File: config.mk
export PLATFORM = sky130hd
export DESIGN_NAME = height_to_normal_map
export DESIGN_NICKNAME = d
export VERILOG_FILES = /design/src/hdl/htn_pkg.sv /design/src/hdl/htn_ram.sv /design/src/hdl/htn_ctrl.sv /design/src/hdl/htn_dp.sv /design/src/hdl/height_to_normal_map.sv
export SDC_FILE = /design/constraint.sdc
export NUM_CORES = 2
export LEC_CHECK = 0
export BUFFER_PORTS_ARGS = -buffer_cell sky130_fd_sc_hd__clkbuf_2
export CORE_MARGIN = 1.5
export CORE_UTILIZATION = 41
export DETAILED_ROUTE_END_ITERATION = 7
export GPL_TIMING_DRIVEN = 0
export HOLD_SLACK_MARGIN = 0.12
export SLEW_MARGIN = 20
export SYNTH_ARGS = -nofsm -noshare
export SYNTH_HDL_FRONTEND = slang
export SYNTH_SLANG_ARGS = --single-unit
export TNS_END_PERCENT = 10
File: constraint.sdc
create_clock -name clk_i -period 14.56 [get_ports clk_i]
set_input_delay 4.368 -clock clk_i [delete_from_list [all_inputs] [get_ports clk_i]]
set_output_delay 4.368 -clock clk_i [all_outputs]
set_load 0.02 [all_outputs]
File: src/hdl/htn_pkg.sv
package htn_pkg;

  // Controller states.
  typedef enum logic [2:0] {
    ST_IDLE,
    ST_LOAD1,
    ST_LOAD2,
    ST_PREP,
    ST_DIV,
    ST_SQRT,
    ST_MUL,
    ST_EMIT
  } htn_state_e;

  // Commands from the controller to the datapath.
  typedef struct packed {
    logic take;
    logic load1;
    logic load2;
    logic prep;
    logic div_step;
    logic sqrt_step;
    logic mul;
    logic emit;
  } htn_cmd_t;

  // Status from the datapath to the controller.
  typedef struct packed {
    logic row_zero;
    logic div_last;
    logic sqrt_last;
    logic more;
    logic out_free;
  } htn_sts_t;

  // Register indexes of the configuration port.
  localparam int unsigned CFG_IDX_W = 2;
  localparam logic [CFG_IDX_W-1:0] CFG_IDX_WIDTH  = 2'd0;
  localparam logic [CFG_IDX_W-1:0] CFG_IDX_HEIGHT = 2'd1;
  localparam logic [7:0] CFG_SIZE_RESET = 8'd32;
  localparam int unsigned MIN_SIZE = 4;

  // k = round(2^16 * 255 / sqrt(s)) is found as isqrt(LIM / s), with
  // LIM = 4 * (255 * 2^16)^2 = 65025 * 2^34.
  localparam int unsigned NORM_BASE = 65025;
  localparam logic [49:0] LIM = 50'(NORM_BASE) << 34;
  localparam int unsigned DIV_STEPS  = 35;
  localparam int unsigned SQRT_STEPS = 18;
  localparam logic [17:0] DIV_REM_INIT = 18'(LIM[49:35]);
  localparam logic [34:0] DIV_LOW_BITS = LIM[34:0];
  localparam int unsigned NORM_BIAS = 16711680;

endpackage

File: src/hdl/htn_ram.sv
module htn_ram #(
  parameter int unsigned Width = 8,
  parameter int unsigned Depth = 128
) (
  input  logic                     clk_i,
  input  logic                     we_i,
  input  logic [$clog2(Depth)-1:0] waddr_i,
  input  logic [Width-1:0]         wdata_i,
  input  logic [$clog2(Depth)-1:0] raddr_i,
  output logic [Width-1:0]         rdata_o
);

  logic [Width-1:0] mem_q [Depth];
  logic [Width-1:0] rdata_q;

  always_ff @(posedge clk_i) begin
    if (we_i) begin
      mem_q[waddr_i] <= wdata_i;
    end
    rdata_q <= mem_q[raddr_i];
  end

  assign rdata_o = rdata_q;

endmodule

File: src/hdl/htn_ctrl.sv
module htn_ctrl (
  input  logic              clk_i,
  input  logic              rst_ni,
  input  logic              in_valid_i,
  output logic              in_ready_o,
  input  htn_pkg::htn_sts_t sts_i,
  output htn_pkg::htn_cmd_t cmd_o
);
  import htn_pkg::*;

  htn_state_e state_q, state_d;

  always_ff @(posedge clk_i or negedge rst_ni) begin
    if (!rst_ni) begin
      state_q <= ST_IDLE;
    end else begin
      state_q <= state_d;
    end
  end

  always_comb begin
    state_d = state_q;
    unique case (state_q)
      ST_IDLE: begin
        if (in_valid_i && !sts_i.row_zero) state_d = ST_LOAD1;
      end
      ST_LOAD1: state_d = ST_LOAD2;
      ST_LOAD2: state_d = ST_PREP;
      ST_PREP:  state_d = ST_DIV;
      ST_DIV: begin
        if (sts_i.div_last) state_d = ST_SQRT;
      end
      ST_SQRT: begin
        if (sts_i.sqrt_last) state_d = ST_MUL;
      end
      ST_MUL:   state_d = ST_EMIT;
      ST_EMIT: begin
        if (sts_i.out_free) state_d = sts_i.more ? ST_PREP : ST_IDLE;
      end
      default:  state_d = ST_IDLE;
    endcase
  end

  always_comb begin
    cmd_o           = '0;
    in_ready_o      = 1'b0;
    unique case (state_q)
      ST_IDLE: begin
        in_ready_o = 1'b1;
        cmd_o.take = in_valid_i;
      end
      ST_LOAD1: cmd_o.load1     = 1'b1;
      ST_LOAD2: cmd_o.load2     = 1'b1;
      ST_PREP:  cmd_o.prep      = 1'b1;
      ST_DIV:   cmd_o.div_step  = 1'b1;
      ST_SQRT:  cmd_o.sqrt_step = 1'b1;
      ST_MUL:   cmd_o.mul       = 1'b1;
      ST_EMIT:  cmd_o.emit      = sts_i.out_free;
      default:  cmd_o           = '0;
    endcase
  end

endmodule

File: src/hdl/htn_dp.sv
module htn_dp #(
  parameter int unsigned MaxSize = 128
) (
  input  logic                            clk_i,
  input  logic                            rst_ni,
  input  logic                            cfg_we_i,
  input  logic [htn_pkg::CFG_IDX_W-1:0]   cfg_index_i,
  input  logic [7:0]                      cfg_data_i,
  input  logic [7:0]                      height_i,
  input  logic                            out_ready_i,
  output logic                            out_valid_o,
  output logic [7:0]                      normal_x_o,
  output logic [7:0]                      normal_y_o,
  output logic [7:0]                      normal_z_o,
  output logic                            last_of_run_o,
  output logic                            end_of_frame_o,
  input  htn_pkg::htn_cmd_t               cmd_i,
  output htn_pkg::htn_sts_t               sts_o
);
  import htn_pkg::*;

  localparam int unsigned AW = $clog2(MaxSize);
  localparam int unsigned SW = $clog2(MaxSize + 1);
  localparam int unsigned CW = (SW > 8) ? SW : 8;

  // Configuration and position.
  logic [7:0]    width_q, height_q;
  logic [AW-1:0] x_q, x_d, y_q, y_d;
  logic [CW-1:0] w, h, xe, ye, xc, yc, xn, yn;
  logic [AW-1:0] xa;
  logic          last_row, at_left, at_right, advance;

  function automatic logic [CW-1:0] sat_size(input logic [7:0] v);
    logic [CW-1:0] e;
    e = CW'(v);
    if (e < CW'(MIN_SIZE)) return CW'(MIN_SIZE);
    if (e > CW'(MaxSize)) return CW'(MaxSize);
    return e;
  endfunction

  assign w  = sat_size(width_q);
  assign h  = sat_size(height_q);
  assign xe = CW'(x_q);
  assign ye = CW'(y_q);
  assign xc = (xe >= w) ? w - CW'(1) : xe;
  assign yc = (ye >= h) ? h - CW'(1) : ye;
  assign xa = AW'(xc);
  assign xn = xc + CW'(1);
  assign yn = yc + CW'(1);
  assign last_row = (yc == h - CW'(1));
  assign at_left  = (xc == '0);
  assign at_right = (xc == w - CW'(1));
  assign advance  = (cmd_i.take && sts_o.row_zero) || cmd_i.load2;

  always_comb begin
    x_d = x_q;
    y_d = y_q;
    if (advance) begin
      if (xn >= w) begin
        x_d = '0;
        y_d = (yn >= h) ? '0 : AW'(yn);
      end else begin
        x_d = AW'(xn);
        y_d = AW'(yc);
      end
    end
    if (cfg_we_i && (cfg_index_i == CFG_IDX_WIDTH || cfg_index_i == CFG_IDX_HEIGHT)) begin
      x_d = '0;
      y_d = '0;
    end
  end

  always_ff @(posedge clk_i or negedge rst_ni) begin
    if (!rst_ni) begin
      width_q  <= CFG_SIZE_RESET;
      height_q <= CFG_SIZE_RESET;
      x_q      <= '0;
      y_q      <= '0;
    end else begin
      x_q <= x_d;
      y_q <= y_d;
      if (cfg_we_i && cfg_index_i == CFG_IDX_WIDTH)  width_q  <= cfg_data_i;
      if (cfg_we_i && cfg_index_i == CFG_IDX_HEIGHT) height_q <= cfg_data_i;
    end
  end

  // Line stores.
  logic          new_we;
  logic [7:0]    new_wdata, new_rdata, old_rdata;
  logic [AW-1:0] new_raddr;
  logic [7:0]    v_q, c_q, upraw_q, prevc_q, pv1_q, pv2_q;

  assign new_we    = (cmd_i.take && sts_o.row_zero) || cmd_i.load2;
  assign new_wdata = cmd_i.load2 ? v_q : height_i;
  assign new_raddr = cmd_i.load1 ? AW'(xc + CW'(1)) : xa;

  htn_ram #(.Width(8), .Depth(MaxSize)) u_newer (
    .clk_i   (clk_i),
    .we_i    (new_we),
    .waddr_i (xa),
    .wdata_i (new_wdata),
    .raddr_i (new_raddr),
    .rdata_o (new_rdata)
  );

  htn_ram #(.Width(8), .Depth(MaxSize)) u_older (
    .clk_i   (clk_i),
    .we_i    (cmd_i.load2),
    .waddr_i (xa),
    .wdata_i (c_q),
    .raddr_i (xa),
    .rdata_o (old_rdata)
  );

  // Result slots: up to three gradient pairs per item.
  logic signed [8:0] dx_q [3];
  logic signed [8:0] dy_q [3];
  logic [2:0]        eof_q;
  logic [1:0]        n_q, slot_q;
  logic [7:0]        lf, rt, up, ll;
  logic              has1, has2;

  function automatic logic signed [8:0] diff(input logic [7:0] a, input logic [7:0] b);
    return $signed({1'b0, a}) - $signed({1'b0, b});
  endfunction

  assign lf   = at_left ? c_q : prevc_q;
  assign rt   = at_right ? c_q : new_rdata;
  assign up   = (yc == CW'(1)) ? c_q : upraw_q;
  assign ll   = (xc == CW'(1)) ? pv1_q : pv2_q;
  assign has1 = last_row && !at_left;
  assign has2 = last_row && at_right;

  always_ff @(posedge clk_i) begin
    if (cmd_i.take) begin
      v_q <= height_i;
    end
    if (cmd_i.take && sts_o.row_zero) begin
      pv1_q <= height_i;
      pv2_q <= pv1_q;
    end
    if (cmd_i.load1) begin
      c_q     <= new_rdata;
      upraw_q <= old_rdata;
    end
    if (cmd_i.load2) begin
      dx_q[0] <= diff(lf, rt);
      dy_q[0] <= diff(up, v_q);
      dx_q[1] <= diff(ll, v_q);
      dy_q[1] <= diff(prevc_q, pv1_q);
      dx_q[2] <= diff(pv1_q, v_q);
      dy_q[2] <= diff(c_q, v_q);
      eof_q   <= 3'b100;
      n_q     <= 2'd1 + 2'(has1) + 2'(has2);
      prevc_q <= c_q;
      pv1_q   <= v_q;
      pv2_q   <= pv1_q;
    end
  end

  always_ff @(posedge clk_i or negedge rst_ni) begin
    if (!rst_ni) begin
      slot_q <= '0;
    end else if (cmd_i.load2) begin
      slot_q <= '0;
    end else if (cmd_i.emit) begin
      slot_q <= slot_q + 2'd1;
    end
  end

  // Normalization: k = (isqrt(LIM / s) + 1) / 2, one quotient bit or one
  // root bit per cycle.
  logic signed [8:0]  dx_s, dy_s;
  logic signed [17:0] dx_e, dy_e;
  logic [17:0]        s_q, rem_q;
  logic [34:0]        dd_q;
  logic [35:0]        q_q;
  logic [17:0]        root_q;
  logic [18:0]        sqrem_q;
  logic [5:0]         cnt_q;
  logic [18:0]        dt;
  logic               dge;
  logic [20:0]        r2, trial;
  logic               sge;
  logic [16:0]        k;
  logic signed [26:0] px_q, py_q;
  logic [24:0]        pz_q;

  assign dx_s  = dx_q[slot_q];
  assign dy_s  = dy_q[slot_q];
  assign dx_e  = 18'(dx_s);
  assign dy_e  = 18'(dy_s);
  assign dt    = {rem_q, dd_q[34]};
  assign dge   = (dt >= {1'b0, s_q});
  assign r2    = {sqrem_q, q_q[35:34]};
  assign trial = {1'b0, root_q, 2'b01};
  assign sge   = (r2 >= trial);
  assign k     = 17'(({1'b0, root_q} + 19'd1) >> 1);

  always_ff @(posedge clk_i) begin
    if (cmd_i.prep) begin
      s_q     <= $unsigned(dx_e * dx_e) + $unsigned(dy_e * dy_e) + 18'(NORM_BASE);
      rem_q   <= DIV_REM_INIT;
      dd_q    <= DIV_LOW_BITS;
      q_q     <= '0;
      root_q  <= '0;
      sqrem_q <= '0;
      cnt_q   <= '0;
    end
    if (cmd_i.div_step) begin
      rem_q <= dge ? 18'(dt - {1'b0, s_q}) : 18'(dt);
      dd_q  <= dd_q << 1;
      q_q   <= {q_q[34:0], dge};
      cnt_q <= sts_o.div_last ? '0 : cnt_q + 6'd1;
    end
    if (cmd_i.sqrt_step) begin
      sqrem_q <= sge ? 19'(r2 - trial) : 19'(r2);
      root_q  <= {root_q[16:0], sge};
      q_q     <= q_q << 2;
      cnt_q   <= cnt_q + 6'd1;
    end
    if (cmd_i.mul) begin
      px_q <= dx_s * $signed({1'b0, k});
      py_q <= dy_s * $signed({1'b0, k});
      pz_q <= 25'(k) * 25'd255;
    end
  end

  // Output register.
  function automatic logic [7:0] bias_byte(input logic signed [26:0] p);
    logic signed [27:0] num;
    num = $signed(28'(NORM_BIAS)) + 28'(p);
    if (num < 0) return 8'd0;
    if (num[27:17] > 11'd255) return 8'd255;
    return num[24:17];
  endfunction

  logic out_valid_q;

  always_ff @(posedge clk_i or negedge rst_ni) begin
    if (!rst_ni) begin
      out_valid_q <= 1'b0;
    end else if (cmd_i.emit) begin
      out_valid_q <= 1'b1;
    end else if (out_ready_i) begin
      out_valid_q <= 1'b0;
    end
  end

  always_ff @(posedge clk_i) begin
    if (cmd_i.emit) begin
      normal_x_o     <= bias_byte(px_q);
      normal_y_o     <= bias_byte(py_q);
      normal_z_o     <= pz_q[23:16];
      last_of_run_o  <= !sts_o.more;
      end_of_frame_o <= eof_q[slot_q];
    end
  end

  assign out_valid_o     = out_valid_q;
  assign sts_o.row_zero  = (yc == '0);
  assign sts_o.div_last  = (cnt_q == 6'(DIV_STEPS - 1));
  assign sts_o.sqrt_last = (cnt_q == 6'(SQRT_STEPS - 1));
  assign sts_o.more      = ({1'b0, slot_q} + 3'd1) < {1'b0, n_q};
  assign sts_o.out_free  = !out_valid_q || out_ready_i;

endmodule

File: src/hdl/height_to_normal_map.sv
// Height-to-normal-map converter. Heights arrive in raster order, one 8-bit
// sample per item, and each pixel yields a biased normal (x, y, z bytes)
// from central differences with the image borders clamped. Two line stores
// hold the previous and current rows, so results trail the input by one
// row; an item of the last row can release up to three results, and the
// final one an item releases is flagged with last_of_run_o. The
// bottom-right pixel carries end_of_frame_o. Items of the first row are
// only written into a line store while the controller stays idle. Every
// other item is accepted, then the line stores are read and written, and
// each of its results passes through the normalization unit: a setup step,
// a bit-serial divider, a bit-serial square root, a multiply and an output
// step. A finished result sits in an output register while the next one is
// computed; the output step waits while that register is still full.
// Writing image_width (index 0) or image_height (index 1) restarts the
// frame; sizes are saturated to 4..MAX_SIZE. The line stores need no
// clearing after reset, since every entry is written within a frame before
// it is read.
module height_to_normal_map #(
  parameter int unsigned MAX_SIZE = 128
) (
  input  logic                          clk_i,
  input  logic                          rst_ni,
  input  logic                          cfg_we_i,
  input  logic [htn_pkg::CFG_IDX_W-1:0] cfg_index_i,
  input  logic [7:0]                    cfg_data_i,
  input  logic                          in_valid_i,
  output logic                          in_ready_o,
  input  logic [7:0]                    height_i,
  output logic                          out_valid_o,
  input  logic                          out_ready_i,
  output logic [7:0]                    normal_x_o,
  output logic [7:0]                    normal_y_o,
  output logic [7:0]                    normal_z_o,
  output logic                          last_of_run_o,
  output logic                          end_of_frame_o
);
  import htn_pkg::*;

  htn_cmd_t cmd;
  htn_sts_t sts;

  // The controller sequences loads, the divider, the root and the output.
  htn_ctrl u_ctrl (
    .clk_i      (clk_i),
    .rst_ni     (rst_ni),
    .in_valid_i (in_valid_i),
    .in_ready_o (in_ready_o),
    .sts_i      (sts),
    .cmd_o      (cmd)
  );

  // The datapath holds configuration, positions, line stores and arithmetic.
  htn_dp #(.MaxSize(MAX_SIZE)) u_dp (
    .clk_i          (clk_i),
    .rst_ni         (rst_ni),
    .cfg_we_i       (cfg_we_i),
    .cfg_index_i    (cfg_index_i),
    .cfg_data_i     (cfg_data_i),
    .height_i       (height_i),
    .out_ready_i    (out_ready_i),
    .out_valid_o    (out_valid_o),
    .normal_x_o     (normal_x_o),
    .normal_y_o     (normal_y_o),
    .normal_z_o     (normal_z_o),
    .last_of_run_o  (last_of_run_o),
    .end_of_frame_o (end_of_frame_o),
    .cmd_i          (cmd),
    .sts_o          (sts)
  );

endmodule

==> flow_metrics.py <==
metrics = {
    "status": {
        "status": "finished, final reports clean",
    },
    "layout": {
        "final_layout_size_suffix_gt1_frac": 0.106,
        "areaGrowthSynthToFinish_pct": 13.2,
        "fin_nets": 9764,
        "final.fill_count": 24700,
    },
    "sta": {
        "final_number_of_max_transition_violations": 0,
        "final.setup.tns_ns": 0,
        "setup-violations-final": 0,
        "fmax_mhz": 103,
        "rsz0062_at_grt": "no",
        "final-hold-violation-count": 0,
        "post-route-period-util": 0.669,
        "layout_setup_ws_ns": 4.81,
        "fin_crit_period_ns": 9.75,
        "finalClockSkew_ns": 0.0766,
        "worst-slew-pin-transition_ns": 1.35,
        "max_slew_headroom_at_the_worst_pin": 0.0973,
    },
    "clock_network": {
        "clock_sinks": 2376,
        "total_cts_buffers": 249,
        "insertion_delay_ns": 0.97,
        "post_cts_resized": 0,
        "post_cts_hold_buffer_count": 0,
        "cts_root_buf": "sky130_fd_sc_hd__clkbuf_16",
        "clkSlewWorstSetupHoldPaths_ns": 0.06,
        "cts.repair_timing.setup_buffer_count": 0,
        "cts.path.max_buffers": 4,
        "ctsHtreeMaxLevel": 4,
        "cts_tree": "done",
    },
    "synth": {
        "top_count_cell_post_synth": "sky130_fd_sc_hd__edfxtp_1",
        "ys.flop_type": "sky130_fd_sc_hd__edfxtp_1",
        "post_synth_inst_count": 8534,
        "synth-seq-area-share": 0.620,
        "distinct_cells_synth": 106,
        "synth-seq-cells": 2376,
        "synth-async-reset-ratio": 0.0152,
        "synth.area.top_cells": "sky130_fd_sc_hd__edfxtp_1 61%, sky130_fd_sc_hd__fa_1 7.8%, sky130_fd_sc_hd__ha_1 4.1%",
        "post_synth.cell_area_avg_um2": 13.4,
        "syn_nets": 9379,
        "syn_area_um2": 115000,
        "netlist_top_cells_count": "2,322 x sky130_fd_sc_hd__edfxtp_1, 1,122 x sky130_fd_sc_hd__nand2_1, 661 x sky130_fd_sc_hd__nor2_1, 568 x sky130_fd_sc_hd__inv_1, 444 x sky130_fd_sc_hd__fa_1",
        "synth_largest_area_cell": "sky130_fd_sc_hd__edfxtp_1",
        "synth_largest_type_area_fraction": 0.609,
        "synth_enable_flop_cells": 2322,
        "yosysWarnings": 0,
    },
    "routing": {
        "routedLengthMet1_mm": 153,
        "wl_per_cell_um": 32.0,
        "post_drt_via_cell_ratio": 6.07,
        "remaining_drc_errors": 0,
        "top_layer": "met5",
        "detailroute.wirelength.met3_mm": 50.0,
        "dr.first_iter.drc_count": 11900,
        "postRouteWirelength_mm": 411,
        "antenna_left": 0,
        "wl_met2_mm": 180,
        "drt-pass1-iter-count": 6,
        "via_count": 78000,
    },
    "worst_setup_path": {
        "cpMaxStageDelayCell": "sky130_fd_sc_hd__o21ai_0",
        "timing.critical_path.fanout_max": 10,
        "worst_setup_path_end_kind": "flip-flop",
        "critPathMaxStageDelay_ns": 0.80,
        "critical_path_startpoint_category": "flip-flop",
        "critical_path_arrival_ns": 10.41,
        "required_ns": 15.22,
        "path_common_cell": "sky130_fd_sc_hd__fa_1",
        "critPathKind": "flip-flop to flip-flop",
        "cp_cell_sequence": "buf_4 -> buf_1 -> mux2i_1 -> o21ai_0 -> clkbuf_1 -> nand2_1 -> fa_1 -> inv_1 -> fa_1 -> fa_1 -> fa_1 -> fa_1 -> ha_1 -> nand4_1 -> or4b_2 -> o41ai_1 -> a21oi_1 -> o31ai_2 -> nand4_1 -> a31oi_1 -> o21a_1 -> o21a_1 -> nor4_1 -> a311o_1",
    },
    "global_route": {
        "total_overflow_reported_by_the_global_router": 0,
        "global_route.usage.total": 0.284,
        "number_of_antenna_violations_at_the_first_check_in_global_routing": 40,
        "grt_pass1_vias": 76200,
        "maximum_number_of_pins_on_one_net_before_global_route_repair": 129,
        "grt_pass1_wl_mm": 571,
    },
    "floorplan": {
        "fp.dieH_um": 532,
        "design.die.area_um2": 283000,
        "die_w_um": 532,
        "core.rowCount": 193,
        "pin_count": 51,
        "placeableCoreArea_um2": 277000,
        "initial_core_util": 0.413,
    },
    "job": {
        "maxCapViolations": 0,
    },
    "place": {
        "dp_hpwl_mm": 286,
        "io_buffers": 50,
        "finalWeightedCongestion": 0.986,
        "preCtsSetupSlack_ns": 4.86,
    },
    "hold_path": {
        "worst_hold_path_type": "flip-flop to flip-flop",
    },
}
## path summary, 6_finish.rpt
path	from	to	slack [ns]	cells past startpoint
worst max register to register	u_dp.slot_q[0]$_DFFE_PN0P_	u_dp.px_q[26]$_DFFE_PP_	4.81	24
max in group asynchronous	rst_ni	u_dp.slot_q[1]$_DFFE_PN0P_	10.48	1
min in group asynchronous	rst_ni	u_dp.height_q[6]$_DFFE_PN0P_	3.52	1
worst max-delay path	u_dp.slot_q[0]$_DFFE_PN0P_	u_dp.px_q[26]$_DFFE_PP_	4.81	24
worst min-delay path	u_dp.u_older.rdata_o[7]$_DFF_P_	u_dp.upraw_q[7]$_DFFE_PP_	0.41	0
worst min register to register	u_dp.u_older.rdata_o[7]$_DFF_P_	u_dp.upraw_q[7]$_DFFE_PP_	0.41	0
## flip-flops by register name (all words and copies together) (netlist names), 11 cells and up
register	flops
u_dp.root_q	18
u_dp.rem_q	18
u_dp.sqrem_q	19
u_dp.s_q	18
u_dp.px_q	11
u_dp.q_q	36
u_dp.dx_q	27
u_dp.dy_q	27
u_dp.u_older.mem_q	1024
u_dp.py_q	11
u_dp.u_newer.mem_q	1024
## worst max-delay path, delay by kind of cell, from the launching register on
kind                     cells  cell delay (ns)
AO/OA/AOI/OAI                8             3.01
adder cells (fa/ha/maj)      6             2.82
buffers and inverters        4             1.87
flip-flops                   1             0.46
multiplexers                 1             0.16
AND/OR/NAND/NOR              5             1.17
## kinds of logic (layout without fill, tap and decap cells)
| family | count (synthesis) | after routing | synth area share |
|---|---|---|---|
| DFF | 2376 | 2376 | 0.620 |
| buffers and inverters | 1027 | 1621 | 0.0374 |
| muxes | 236 | 236 | 0.0283 |
| and+or+nand+nor | 2514 | 2514 | 0.0950 |
| adders and majority gates | 822 | 822 | 0.119 |
| AOI/OAI and AO/OA | 1360 | 1360 | 0.0851 |
| other | 0 | 15 | 0 |
| xor gates and xnor gates | 199 | 199 | 0.0157 |
## final cells by class
class | instances | area, um2 | share of cell area
inverters | 580 | 2180 | 0.0168
clock inverters | 146 | 1540 | 0.0118
clock buffers | 314 | 6710 | 0.0518
multi-input cells | 5131 | 39700 | 0.306
flip-flops and latches | 2376 | 71000 | 0.547
plain buffers | 447 | 2190 | 0.0169
diodes | 15 | 37.5 | 0.000289
well taps | 3705 | 4640 | 0.0357
repair buffers | 134 | 1750 | 0.0135
## stage by stage
| step | utilization | instance area (um2) | instances | hold WS (ns) |
|---|---|---|---|---|
| 2_1_floorplan | - | 115000 | 8534 | 0.386 |
| 3_3_place_gp | 0.431 | 119000 | 12300 | 0.394 |
| 3_5_place_dp | 0.438 | 121000 | 12400 | 0.391 |
| 4_1_cts | 0.468 | 130000 | 12800 | 0.399 |
| 5_1_grt | 0.468 | 130000 | 12800 | 0.409 |
| 6_report | 0.468 | 130000 | 12800 | 0.408 |
## cells in the final DEF (no fill, tap or decap), drive strengths merged, types with 18 or more instances in the layout
cell	netlist	layout
dfxtp	18	18
ha	378	378
o21a	26	26
mux2	46	46
nor4	34	34
mux4	61	61
nand2	1124	1124
inv	571	578
a22o	110	110
o21ai	127	127
a21oi	241	241
buf	237	319
a221oi	106	106
or3	27	27
bufinv	0	29
a31oi	137	137
edfxtp	2322	2322
nand3	311	311
clkbuf	210	576
mux2i	129	129
clkinv	9	103
a22oi	251	251
nand4	68	68
o211ai	20	20
fa	444	444
a211oi	69	69
o21bai	21	21
a21o	65	65
nor3	76	76
xor2	70	70
and3	107	107
a222oi	20	20
nor2	661	661
xnor2	129	129
nand2b	30	30
nor2b	24	24
dfrtp	34	34
## per-layer routing
layer  up-vias  global-route usage
li1      32100                   -
met1     39400               0.369
met2      5169               0.428
met3      1211              0.0809
met4        42               0.161
met5         -                   0
Power is not shown: default switching activity piles up to over one toggle a cycle in this logic, so the estimate is an artifact.
